===== config.mk =====
export PLATFORM = sky130hd
export DESIGN_NAME = ltsv_div
export DESIGN_NICKNAME = d
export VERILOG_FILES = /design/src/hw/rtl/ltsv_pkg.sv /design/src/hw/rtl/ltsv_div.sv
export SDC_FILE = /design/constraint.sdc
export NUM_CORES = 1
export LEC_CHECK = 0
export ABC_AREA = 1
export BUFFER_PORTS_ARGS = -buffer_cell sky130_fd_sc_hd__buf_2
export CORE_AREA = 8 8 146 148
export CTS_BUF_LIST = sky130_fd_sc_hd__clkbuf_4 sky130_fd_sc_hd__clkbuf_8
export DETAILED_ROUTE_END_ITERATION = 10
export DIE_AREA = 0 0 154 156
export GPL_TIMING_DRIVEN = 0
export HOLD_SLACK_MARGIN = 0.03
export PLACE_DENSITY_LB_ADDON = 0.3
export SYNTH_ARGS = -nofsm -noshare
export SYNTH_HDL_FRONTEND = slang
export SYNTH_SLANG_ARGS = --single-unit

===== constraint.sdc =====
create_clock -name clk_i -period 3.5 [get_ports clk_i]
set_clock_uncertainty 0.05 [all_clocks]
set_input_delay 0 -clock clk_i [delete_from_list [all_inputs] [get_ports clk_i]]
set_output_delay 0 -clock clk_i [all_outputs]
set_load 0.05 [all_outputs]

===== src/hw/rtl/ltsv_pkg.sv =====
package ltsv_pkg;

  localparam int unsigned DataW = 32;
  localparam int unsigned FracW = 16;
  localparam int unsigned QuoW  = DataW + FracW;

  localparam logic signed [DataW-1:0] MaxVal = {1'b0, {(DataW-1){1'b1}}};
  localparam logic signed [DataW-1:0] MinVal = {1'b1, {(DataW-1){1'b0}}};

  // configuration register indexes
  localparam logic RegRows  = 1'b0;
  localparam logic RegScale = 1'b1;

  localparam logic OpMatrix = 1'b0;
  localparam logic OpColumn = 1'b1;

  typedef struct packed {
    logic signed [DataW-1:0] val;
    logic                    sat;
    logic                    zdiv;
  } elem_t;

  typedef struct packed {
    logic signed [DataW-1:0] val;
    logic                    ovf;
  } clamp_t;

  typedef enum logic [2:0] {
    ST_IDLE,
    ST_SCALE,
    ST_DIAG,
    ST_DCHK,
    ST_DIV,
    ST_ELIM,
    ST_OUT
  } state_e;

  function automatic clamp_t clamp49(input logic signed [QuoW:0] v);
    clamp_t r;
    if (v > QuoW'(MaxVal)) begin
      r.val = MaxVal;
      r.ovf = 1'b1;
    end else if (v < $signed({{(QuoW-DataW+1){1'b1}}, MinVal})) begin
      r.val = MinVal;
      r.ovf = 1'b1;
    end else begin
      r.val = v[DataW-1:0];
      r.ovf = 1'b0;
    end
    return r;
  endfunction

endpackage


===== src/hw/rtl/ltsv_div.sv =====
module ltsv_div
  import ltsv_pkg::*;
(
  input  logic                    clk_i,
  input  logic                    rst_ni,
  input  logic                    start_i,
  input  logic signed [DataW-1:0] num_i,
  input  logic signed [DataW-1:0] den_i,
  output logic                    done_o,
  output clamp_t                  res_o
);

  localparam int unsigned CntW = $clog2(QuoW);

  logic            busy_q, done_q, neg_q;
  logic [CntW-1:0] cnt_q;
  logic [QuoW-1:0] quo_q;
  logic [DataW-1:0] rem_q, den_q;
  logic [DataW:0]  rem_sh;
  logic            fits;
  logic [DataW-1:0] num_mag, den_mag;

  assign num_mag = num_i[DataW-1] ? DataW'(-num_i) : DataW'(num_i);
  assign den_mag = den_i[DataW-1] ? DataW'(-den_i) : DataW'(den_i);
  assign rem_sh  = {rem_q, quo_q[QuoW-1]};
  assign fits    = rem_sh >= {1'b0, den_q};

  always_ff @(posedge clk_i or negedge rst_ni) begin
    if (!rst_ni) begin
      busy_q <= 1'b0;
      done_q <= 1'b0;
      cnt_q  <= '0;
    end else begin
      done_q <= 1'b0;
      if (start_i) begin
        busy_q <= 1'b1;
        cnt_q  <= '0;
      end else if (busy_q) begin
        cnt_q <= cnt_q + 1'b1;
        if (cnt_q == CntW'(QuoW - 1)) begin
          busy_q <= 1'b0;
          done_q <= 1'b1;
        end
      end
    end
  end

  // restoring division, one quotient bit a cycle
  always_ff @(posedge clk_i) begin
    if (start_i) begin
      quo_q <= {num_mag, {FracW{1'b0}}};
      rem_q <= '0;
      den_q <= den_mag;
      neg_q <= num_i[DataW-1] ^ den_i[DataW-1];
    end else if (busy_q) begin
      rem_q <= fits ? DataW'(rem_sh - {1'b0, den_q}) : rem_sh[DataW-1:0];
      quo_q <= {quo_q[QuoW-2:0], fits};
    end
  end

  always_comb begin
    if (neg_q) begin
      res_o = clamp49(-$signed({1'b0, quo_q}));
    end else begin
      res_o = clamp49($signed({1'b0, quo_q}));
    end
  end

  assign done_o = done_q;

endmodule


==> impl_metrics.csv <==
group,metric,value,unit
timing,fin_setup_tns,0,ps
global_routing,overflow,0,
cells_and_area,final_core_util,65.1,%
logic_synthesis,gate_count_of_the_mapped_netlist,1590,
clock_network,clk_root_buffer_cell,"sky130_fd_sc_hd__clkbuf_8",
timing,max-slew-margin-rel,47.6,%
timing,layout_setup_ws,192,ps
critical_path,critical_path.max_fanout,10,
critical_path,worst_path_largest_cell_delay,380,ps
clock_network,htree_levels,4,
power_and_ir_drop,powerDensity,537,nW/um^2
cells_and_area,finish.net_count,1892,
critical_path,slowest_cell_on_the_critical_path,"sky130_fd_sc_hd__nor3_4",
timing,finalWorstPathRequiredPeriod,3310,ps
critical_path,path_common_cell,"sky130_fd_sc_hd__nand2_1",
logic_synthesis,avgSynthCellArea,6.49,sq um
clock_network,cts.sink_count,121,
place,post-place-ws,531,ps
floorplan,io_pins,101,
cells_and_area,fraction_of_final_layout_cells_with_drive_strength_greater_than_1,11.7,%
timing,post-route-period-util,94.5,%
critical_path,end_kind,"primary output",
run,timing.max_cap.violations,0,
critical_path,criticalPathCategory,"flop to primary output",
cells_and_area,postLayoutCellArea,12400,sq um
logic_synthesis,postSynthRegisterBits,121,
logic_synthesis,netlist_area,10300,sq um
place,hpwl,25.7,mm
logic_synthesis,synth_top_area_share,18.9,%
clock_network,cts-root-to-sink-buffers,2,
clock_network,path_clk_slew,80,ps
detailed_routing,post_route_antenna_net_violation_count,0,
detailed_routing,dr.first_iter.drc_count,1187,
critical_path,worst-path-buf-inv,4,
clock_network,tritoncts.num_buffers,17,
logic_synthesis,synth-warning-count,0,
detailed_routing,remaining_drc_errors,0,
timing,timing.fmax,302,MHz
global_routing,antenna_found_initial,1,
floorplan,rows,51,
detailed_routing,routed-via-count,11447,
critical_path,crit_chain,"inv_1 > ha_4 > nand3_4 > inv_1 > nand2_2 > nor3_4 > nand2_1 > nand2_1 > nand2_1 > nor2_1 > nand2_1 > nor2_2 > nand3_2 > nand2_4 > buf_6 > nand2_2 > nand2_1 > nand2_1 > nand2_1 > buf_4",
detailed_routing,total_wirelength_of_the_detailed_routed_design,34.3,mm
critical_path,cp_top_family,"simple AND/OR/NAND/NOR gates",
logic_synthesis,synthFlopType,"sky130_fd_sc_hd__edfxtp_1",
global_routing,vias_in_the_first_global_route,10721,
outcome,status,"finished, final reports clean",
floorplan,chipHeight,156,um
critical_path,worstPathRequired,3450,ps
critical_path,cp_data_arrival_time,3260,ps
detailed_routing,first_pass_drt_iterations,8,
timing,hold_ws,81.1,ps
floorplan,core_area,19100,sq um
logic_synthesis,seq_area_frac_synth,30.2,%
clock_network,clk-insertion-delay-late,470,ps
place,routabilityCongestion,0.939,
detailed_routing,drt-vias-per-instance,5.61,
timing,final_setup_vio_count,0,
cells_and_area,area_overhead_vs_synth,20.4,%
floorplan,initial_utilization,54.1,%
place,detailed_place.area,11100,sq um
floorplan,die_ar,24000,sq um
floorplan,die_w,154,um
logic_synthesis,synth.net_count,1694,
timing,worst_pin_slew,783,ps
min_path,hp-class,"input port to flop",
global_routing,grt_max_degree,35,
detailed_routing,wl_per_cell,16.8,um
logic_synthesis,synth_top_cells_by_area,"sky130_fd_sc_hd__edfxtp_1, sky130_fd_sc_hd__nand2_1, sky130_fd_sc_hd__dfxtp_1",
critical_path,cp-start-kind,"flop",
logic_synthesis,number_of_synthesized_flops_with_an_enable_pin,65,
clock_network,clock_tree_from_tritoncts,"built",
logic_synthesis,netlist.top_cell.by_area,"sky130_fd_sc_hd__edfxtp_1",
place,port_buffers,99,
power_and_ir_drop,peakVddDrop,0.532,mV
timing,final_hold_viol_count,0,
timing,slew_viols_final,0,
logic_synthesis,synth_cell_type_count,50,
logic_synthesis,asyncSetResetFlopFracSynth,6.61,%
power_and_ir_drop,leakage,5.80,nW
global_routing,grt_use_total,28.4,%
global_routing,grt_pass1_wl,54.5,mm
layout make-up:
cell class | count | area [sq um]
antenna | 1 | 2.50
buffer | 43 | 195
clock buffer | 18 | 241
clock inverter | 14 | 184
fill | 1691 | 6660
inverter | 212 | 796
multi-input combinational | 1214 | 6260
sequential | 121 | 3110
tap | 238 | 298
timing repair buffer | 179 | 1320
cell families (layout without fill, tap and decap cells):
kind of cell               after synthesis  after routing  share of synthesized area [%]
and+or+nand+nor                        841            841                           35.4
xor gates and xnor gates                75             75                           6.37
other                                    0              1                              0
DFF                                    121            121                           30.2
AOI/OAI and AO/OA                      261            261                           13.8
buffers and inverters                  255            466                           9.60
adders and majority gates               37             37                           4.56
layer usage:
| metal | part of all wire (%) | wire [um] | up-vias | GRT usage, % |
|---|---|---|---|---|
| met5 | 0 | 0 | - | 0 |
| met4 | 2.6 | 877 | 0 | 8.91 |
| met3 | 9.4 | 3240 | 83 | 5.18 |
| met2 | 43 | 14900 | 597 | 44.9 |
| met1 | 45 | 15300 | 5186 | 38.5 |
| li1 | - | - | 5581 | - |
cells in the mapped netlist, drive strengths merged (2+ instances only):
| cell | n |
|---|---|
| nand2 | 427 |
| nor2 | 246 |
| inv | 211 |
| o21ai | 124 |
| nand3 | 98 |
| a21oi | 72 |
| edfxtp | 65 |
| dfxtp | 48 |
| xor2 | 46 |
| o22ai | 37 |
| ha | 36 |
| nor3 | 36 |
| clkbuf | 32 |
| xnor2 | 29 |
| nand4 | 17 |
| buf | 11 |
| dfrtp | 8 |
| o211ai | 8 |
| o21bai | 6 |
| or2 | 6 |
| nor4 | 5 |
| nand3b | 3 |
| o31ai | 3 |
| a21boi | 2 |
| a21o | 2 |
| a31oi | 2 |
| o21a | 2 |
registers in the layout, indices dropped and copies added, names as in the netlist:
signal  count
done_o      1
rem_q      32
busy_q      1
cnt_q       6
den_q      32
neg_q       1
quo_q      48
cells in the final DEF (no fill, tap or decap), drive strengths merged, types with 2 or more instances in the layout:
cell type / instances
o21ai: 124
dfrtp: 8
a31oi: 2
ha: 36
xnor2: 29
a21oi: 72
clkbuf: 52
a21boi: 2
bufinv: 3
inv: 218
dlygate4sd3: 74
nand3b: 3
buf: 114
nand2: 427
o21a: 2
nor4: 5
nand3: 98
xor2: 46
edfxtp: 65
or2: 6
dfxtp: 48
o31ai: 3
clkinv: 4
nor3: 36
o21bai: 6
nand4: 17
o211ai: 8
a21o: 2
nor2: 246
o22ai: 37
per-stage QoR:
stage | power, mW | instances
after global placement | 5.04 | 1927
final | 6.67 | 2040
after detailed placement | 5.07 | 1928
after floorplan | 4.23 | 1590
after CTS | 6.54 | 2034
after global routing | 7.10 | 2040
report_power, final:
group          switching, mW  total, mW  internal [mW]  leakage [nW]
combinational           2.19       3.34           1.15          4.42
sequential             0.190       1.93           1.74          1.17
clock                  0.663       1.39          0.731         0.215
total                   3.05       6.67           3.62          5.80
what timing repair did:
| item | 4_1_cts | 5_1_grt |
|---|---|---|
| setup endpoints to repair | 0 | 32 |
| buffers inserted | 0 | 5 |
| hold endpoints to repair | 71 | 0 |
| gates resized for setup | 0 | 34 |
| hold buffers | 74 | 0 |
path summary, 6_finish.rpt:
| kind | from | to | slack (ps) | cells after the start |
|---|---|---|---|---|
| worst max-delay path | quo_q[1]$_SDFFE_PP0P_ | res_o[29] | 190 | 20 |
| worst min-delay path | num_i[24] | quo_q[40]$_DFFE_PP_ | 80 | 4 |
| worst max register to register | quo_q[47]$_DFFE_PP_ | rem_q[28]$_SDFFE_PP0P_ | 460 | 12 |
| worst min register to register | rem_q[21]$_SDFFE_PP0P_ | rem_q[21]$_SDFFE_PP0P_ | 420 | 2 |
| max in group asynchronous | rst_ni | cnt_q[3]$_DFFE_PN0P_ | 2660 | 3 |
| min in group asynchronous | rst_ni | cnt_q[0]$_DFFE_PN0P_ | 470 | 3 |
tightest hold or removal path, cell delays in order:
cell and delay, ps:
sky130_fd_sc_hd__buf_2 100, sky130_fd_sc_hd__inv_1 60, sky130_fd_sc_hd__a21oi_1 180, sky130_fd_sc_hd__o21bai_1 140
No activity file was read; power rests on OpenSTA's default activity.
