<file path="config.mk">
export PLATFORM = sky130hd
export DESIGN_NAME = ltsv_cell
export DESIGN_NICKNAME = d
export VERILOG_FILES = /design/src/hw/rtl/ltsv_pkg.sv /design/src/hw/rtl/ltsv_cell.sv
export SDC_FILE = /design/constraint.sdc
export NUM_CORES = 1
export LEC_CHECK = 0
export BUFFER_PORTS_ARGS = -buffer_cell sky130_fd_sc_hd__buf_4
export CAP_MARGIN = 10
export CORE_MARGIN = 2
export CORE_UTILIZATION = 32
export CTS_CLUSTER_DIAMETER = 50
export DETAILED_ROUTE_END_ITERATION = 12
export GPL_TIMING_DRIVEN = 0
export PLACE_DENSITY = 0.7
export SETUP_SLACK_MARGIN = 0.4
export SYNTH_ARGS = -nofsm -noshare
export SYNTH_HDL_FRONTEND = slang
export SYNTH_SLANG_ARGS = --single-unit
</file>
<file path="constraint.sdc">
create_clock -name clk_i -period 1.2 [get_ports clk_i]
set_clock_uncertainty 0.1 [all_clocks]
set_input_delay 0.06 -clock clk_i [delete_from_list [all_inputs] [get_ports clk_i]]
set_output_delay 0.06 -clock clk_i [all_outputs]
set_load 0.01 [all_outputs]
</file>
<file path="src/hw/rtl/ltsv_pkg.sv">
package ltsv_pkg;

  localparam int unsigned DataW = 32;
  localparam int unsigned FracW = 16;
  localparam int unsigned QuoW  = DataW + FracW;

  localparam logic signed [DataW-1:0] MaxVal = {1'b0, {(DataW-1){1'b1}}};
  localparam logic signed [DataW-1:0] MinVal = {1'b1, {(DataW-1){1'b0}}};

  // configuration register indexes
  localparam logic RegRows  = 1'b0;
  localparam logic RegScale = 1'b1;

  localparam logic OpMatrix = 1'b0;
  localparam logic OpColumn = 1'b1;

  typedef struct packed {
    logic signed [DataW-1:0] val;
    logic                    sat;
    logic                    zdiv;
  } elem_t;

  typedef struct packed {
    logic signed [DataW-1:0] val;
    logic                    ovf;
  } clamp_t;

  typedef enum logic [2:0] {
    ST_IDLE,
    ST_SCALE,
    ST_DIAG,
    ST_DCHK,
    ST_DIV,
    ST_ELIM,
    ST_OUT
  } state_e;

  function automatic clamp_t clamp49(input logic signed [QuoW:0] v);
    clamp_t r;
    if (v > QuoW'(MaxVal)) begin
      r.val = MaxVal;
      r.ovf = 1'b1;
    end else if (v < $signed({{(QuoW-DataW+1){1'b1}}, MinVal})) begin
      r.val = MinVal;
      r.ovf = 1'b1;
    end else begin
      r.val = v[DataW-1:0];
      r.ovf = 1'b0;
    end
    return r;
  endfunction

endpackage

</file>
<file path="src/hw/rtl/ltsv_cell.sv">
module ltsv_cell
  import ltsv_pkg::*;
(
  input  logic  clk_i,
  input  logic  shift_i,
  input  elem_t nxt_i,
  input  logic  ld_i,
  input  elem_t ld_elem_i,
  input  logic  clr_i,
  output elem_t elem_o
);

  elem_t elem_q, elem_d;

  always_comb begin
    elem_d = elem_q;
    if (shift_i) begin
      elem_d = nxt_i;
    end else if (ld_i) begin
      elem_d = ld_elem_i;
    end else if (clr_i) begin
      elem_d.sat  = 1'b0;
      elem_d.zdiv = 1'b0;
    end
  end

  always_ff @(posedge clk_i) begin
    elem_q <= elem_d;
  end

  assign elem_o = elem_q;

endmodule

</file>
==> impl_metrics.yaml, run 1 <==
worst_hold_path:
  min_from: "nxt_i[0]"
  hold_path.class: "in -> reg"
cts:
  cts_buffers: 5
  cts_buffer_depth: 2
  clk_pin_slew_ns: 0.07
  numClockSinks: 34
  cts-root-buf: "clkbuf_8"
  htree_levels: 2
  tritoncts: "done"
global_routing:
  grt_max_degree: 17
  grt_pass1_vias: 1156
  gr-total-overflow: 0
  grt_util_all_layers_pct: 14.2
  antenna_found_initial: 0
  grt_pass1_wl_microns: 5460
finish:
  drive_above_1_share_pct: 77.5
  multi_input_area_sq_um: 503
  fin_area_sq_um: 2640
  layout_commonest_cell: "buf_4"
  finalNonFillerCells: 245
  area_growth_syn_to_layout_pct: 74.4
  final_nets: 262
  largest_reg_flops: 34
  antenna_cells: 0
  ff_latch_area_sq_um: 1020
  n_fill_cell: 377
  utilization_pct: 57.0
  final_cell_mix: "buf_4, edfxtp_1, buf_6"
timing:
  rsz0062_at_grt: "true"
  period_needed_ns: 0.982
  slew_viol_final: 0
  fin_hold_ws_ns: -0.0264
  hold_viol: 33
  fmax_mhz: 1020
  final.setup.worst_slack_ns: 0.218
  relSlewSlack_pct: 83.8
  min_period_over_period_pct: 81.8
  setup_viol: 0
  setup_tns_ns: 0
  worst_pin_slew_ns: 0.243
synth:
  syn_area_sq_um: 1510
  post_synth_num_cell_types: 9
  synth.yosys.seq_area_share_pct: 67.4
  syn_nets: 150
  avgSynthCellArea_sq_um: 19.4
  synth_top_area_cell: "edfxtp_1"
  ys_warn_count: 0
  synth_seq_cells: 34
  synth.area.top_cells: "edfxtp_1, mux2_4, mux2_2"
  synth_top_area_share_pct: 67.4
  syn_inst: 78
routing:
  antenna_left: 0
  wl_per_cell_microns: 15.9
  vias_per_cell: 4.64
  totalWireLength_microns: 3900
  dr.pass1.iters: 4
  drc_errors: 0
  drtIter0Drc: 39
  num_vias: 1138
pwr:
  vdd_drop_max_v: 0.000533
  powerDensity_nw_per_um2: 1150
  leakagePower_nw: 1.21
  total_power_mw: 3.05
die:
  die_h_microns: 72.8
  dieArea_sq_um: 5300
  start_util_pct: 32.7
  die_w_microns: 72.8
  core_area_sq_um: 4630
  num_rows: 25
  pin_count: 106
critical_path:
  critPathMaxStageDelay_ns: 0.40
  crit_fanout: 1
  critPathBufInv: 1
  arrival_ns: 0.82
  crit_path_start: "elem_o[3]$_DFFE_PP_"
  cp_slowest_cell: "edfxtp_1"
  path_class: "reg -> out"
  crit_required_ns: 1.04
  crit_chain: "buf_6"
  end_kind: "output pin"
  cp-start-kind: "flip-flop"
  crit_family: "flip-flops"
placement:
  placed_cells: 236
  globalplace.congestion: 0.664
  io_buffers: 104
  placed_area_sq_um: 2430
  pre_cts_ws_ns: -0.0109
job:
  drv_cap: 0
run_status:
  violations: "hold timing"
  outcome: "finished with violations"
==> tightest hold or removal path: stages <==
cell     delay [ns]
buf_4          0.08
nand2_1        0.04
o21ai_0        0.06
==> area by class of cell <==
| class | count | share of cell area [%] |
|---|---|---|
| flip-flops and latches | 34 | 38.7 |
| repair buffers | 104 | 34.1 |
| multi-input cells | 41 | 19.1 |
| clock buffers | 6 | 2.75 |
| well taps | 54 | 2.56 |
| plain buffers | 4 | 2.51 |
| clock inverters | 2 | 0.332 |
==> routing by layer <==
metal	vias to the layer above	routed length [microns]	track usage [%]
met5	-	0	0
met4	0	124	7.41
met3	11	377	5.80
met2	70	2110	24.7
met1	532	1290	14.7
li1	525	-	-
==> repair_timing <==
action	CTS	global route
hold endpoints to repair	34	33
setup endpoints to repair	66	34
buffers inserted	0	0
cloned	1	0
pin swaps	1	0
resized for setup	17	16
==> kinds of logic (layout without fill, tap and decap cells) <==
logic type / Yosys count / after routing / share of synthesized area, %
DFF: 34 / 34 / 67.4
muxes: 32 / 32 / 27.5
and+or+nand+nor: 6 / 7 / 1.82
buffers and inverters: 4 / 116 / 2.56
AOI/OAI and AO/OA: 2 / 2 / 0.661
==> power breakdown <==
part	total [mW]	switching, mW	internal (mW)
clock	0.794	0.395	0.398
combinational	0.732	0.230	0.502
sequential	1.52	0.0597	1.46
==> final timing paths <==
path | to | depth (start not counted)
max | elem_o[3] | 1
min | elem_o[0]$_DFFE_PP_ | 3
==> synth_stat cells <==
cell type,number
or3_1,1
or2_2,1
mux2_2,17
edfxtp_1,34
nand2_1,4
o21ai_0,2
buf_6,3
buf_2,1
mux2_4,15
No activity file was read; power rests on OpenSTA's default activity.
==> run 2: changes to the inputs <==
==> constraint.sdc (replaced) <==
create_clock -name clk_i -period 0.9 [get_ports clk_i]
set_clock_uncertainty 0.1 [all_clocks]
set_input_delay 0.045 -clock clk_i [delete_from_list [all_inputs] [get_ports clk_i]]
set_output_delay 0.045 -clock clk_i [all_outputs]
set_load 0.01 [all_outputs]
==> run 2 against run 1 <==
Compared with the run above:
- the run ends with hold timing, setup timing left
- combinational power rose by 48%
- via count rose by 0.79%
- die area did not move
- setup slack got worse by 0.28 ns
- first-iteration DRC count rose by 67%
- sequential share of layout area fell by 2.6 points
- critical path type unchanged
- critical endpoint is now elem_o[27]
==> impl_metrics.yaml, run 2 (synthesis gave the netlist of run 1 again) <==
run_status:
  outcome: "finished with violations"
  violations: "hold timing, setup timing"
pwr:
  vdd_drop_max_v: 0.000726
  leakagePower_nw: 1.32
  powerDensity_nw_per_um2: 1450
  combPwrFrac_pct: 26.4
  p_clk_share_pct: 24.2
  switching_share_pct: 21.9
  p_int_mw: 3.20
  seqPwrFrac_pct: 49.4
  p_sw_mw: 0.898
  total_power_mw: 4.10
critical_path:
  crit_required_ns: 0.75
  cp_num_cells: 1
  cp-start-kind: "flip-flop"
  cp_slowest_cell: "edfxtp_1"
  end_kind: "output pin"
  crit_fanout: 1
  arrival_ns: 0.81
  critPathMaxStageDelay_ns: 0.40
  cp-endpoint: "elem_o[27]"
  critPathBufInv: 1
  path_class: "reg -> out"
  crit_chain: "buf_6"
  crit_family: "flip-flops"
  crit_path_start: "elem_o[27]$_DFFE_PP_"
worst_hold_path:
  hold_path.class: "in -> reg"
placement:
  placed_area_sq_um: 2430
  globalplace.congestion: 0.693
  io_buffers: 104
  dp.final_hpwl_microns: 2810
  placed_cells: 236
routing:
  num_vias: 1147
  totalWireLength_microns: 4020
  drc_errors: 0
  vias_per_cell: 4.57
  drtIter0Drc: 65
  wl_per_cell_microns: 16.0
  dr.pass1.iters: 3
  antenna_left: 0
timing:
  period_needed_ns: 0.959
  fmax_mhz: 1040
  rsz0062_at_grt: "true"
  slew_viol_final: 0
  final.setup.worst_slack_ns: -0.0591
  worst_pin_slew_ns: 0.145
  min_period_over_period_pct: 107
  fin_hold_ws_ns: -0.0420
  hold_viol: 34
  relSlewSlack_pct: 90.3
  setup_viol: 34
die:
  die_h_microns: 72.8
  dieArea_sq_um: 5300
  die_w_microns: 72.8
  start_util_pct: 32.7
  num_rows: 25
  pin_count: 106
  core_area_sq_um: 4630
global_routing:
  grt_pass1_wl_microns: 5900
  antenna_found_initial: 0
  grt_max_degree: 10
  grt_pass1_vias: 1186
  grt_util_all_layers_pct: 15.2
  gr-total-overflow: 0
finish:
  utilization_pct: 61.1
  finalNonFillerCells: 251
  largest_reg_flops: 34
  drive_above_1_share_pct: 80.7
  layout_commonest_cell: "buf_4"
  area_growth_syn_to_layout_pct: 86.8
  antenna_cells: 0
  fin_area_sq_um: 2830
  final_nets: 270
  n_fill_cell: 364
  final_cell_mix: "buf_4, edfxtp_1, mux2_4, buf_6, clkbuf_8"
cts:
  cts_buffer_depth: 2
  tritoncts: "done"
  htree_levels: 2
  cts_buffers: 5
  numClockSinks: 34
  cts-root-buf: "clkbuf_8"
  clk_pin_slew_ns: 0.06
job:
  drv_cap: 0
[run 2: cell type report]
class	count	area, sq um	area share, %
Sequential cell	34	1020	36.1
Timing Repair Buffer	110	1020	36.1
Multi-Input combinational cell	43	566	20.0
Buffer	4	80.1	2.83
Clock buffer	5	68.8	2.43
Tap cell	54	67.6	2.39
Clock inverter	1	3.75	0.133
[run 2: timing repair]
action | CTS | global route
pin swaps | 6 | 4
buffers inserted | 3 | 0
cloned | 6 | 0
setup endpoints to repair | 101 | 102
resized for setup | 48 | 11
hold endpoints to repair | 36 | 36
[run 2: how the worst min path moves through the flow]
stage               startpoint  slack, ns                   to  cells past startpoint
finish                nxt_i[1]      -0.04  elem_o[1]$_DFFE_PP_                      3
detailed placement    nxt_i[0]       0.23  elem_o[0]$_DFFE_PP_                      3
global placement      nxt_i[1]       0.22  elem_o[1]$_DFFE_PP_                      3
global route          nxt_i[1]      -0.05  elem_o[1]$_DFFE_PP_                      3
CTS                   nxt_i[1]      -0.06  elem_o[1]$_DFFE_PP_                      3
floorplan             nxt_i[0]       0.14  elem_o[0]$_DFFE_PP_                      2
[run 2: power groups by stage]
stage / Combinational (mW) / Clock, mW / Sequential, mW
floorplan: 0.260 / 0 / 2.12
global placement: 0.868 / 0 / 2.02
detailed placement: 0.886 / 0 / 2.03
CTS: 1.07 / 1.04 / 2.02
global route: 1.15 / 1.08 / 2.04
finish: 1.08 / 0.994 / 2.02
[run 2: through the flow]
step,hold slack (ns),TNS [ns],setup slack [ns]
3_5_place_dp,0.234,-10.73,-0.290
4_1_cts,-0.0613,-1.59,-0.0701
3_3_place_gp,0.224,-10.01,-0.274
2_1_floorplan,0.136,-5.20,-0.139
6_report,-0.0420,-1.15,-0.0591
5_1_grt,-0.0479,-2.22,-0.0893
[run 2: metal layers]
layer	GRT usage, %	wire length, microns	vias to the layer above	share of wire, %
met2	27.2	2230	65	55
met3	5.39	347	5	8.6
li1	-	-	542	-
met5	0	0	-	0
met4	4.94	56	0	1.4
met1	16.8	1390	535	35
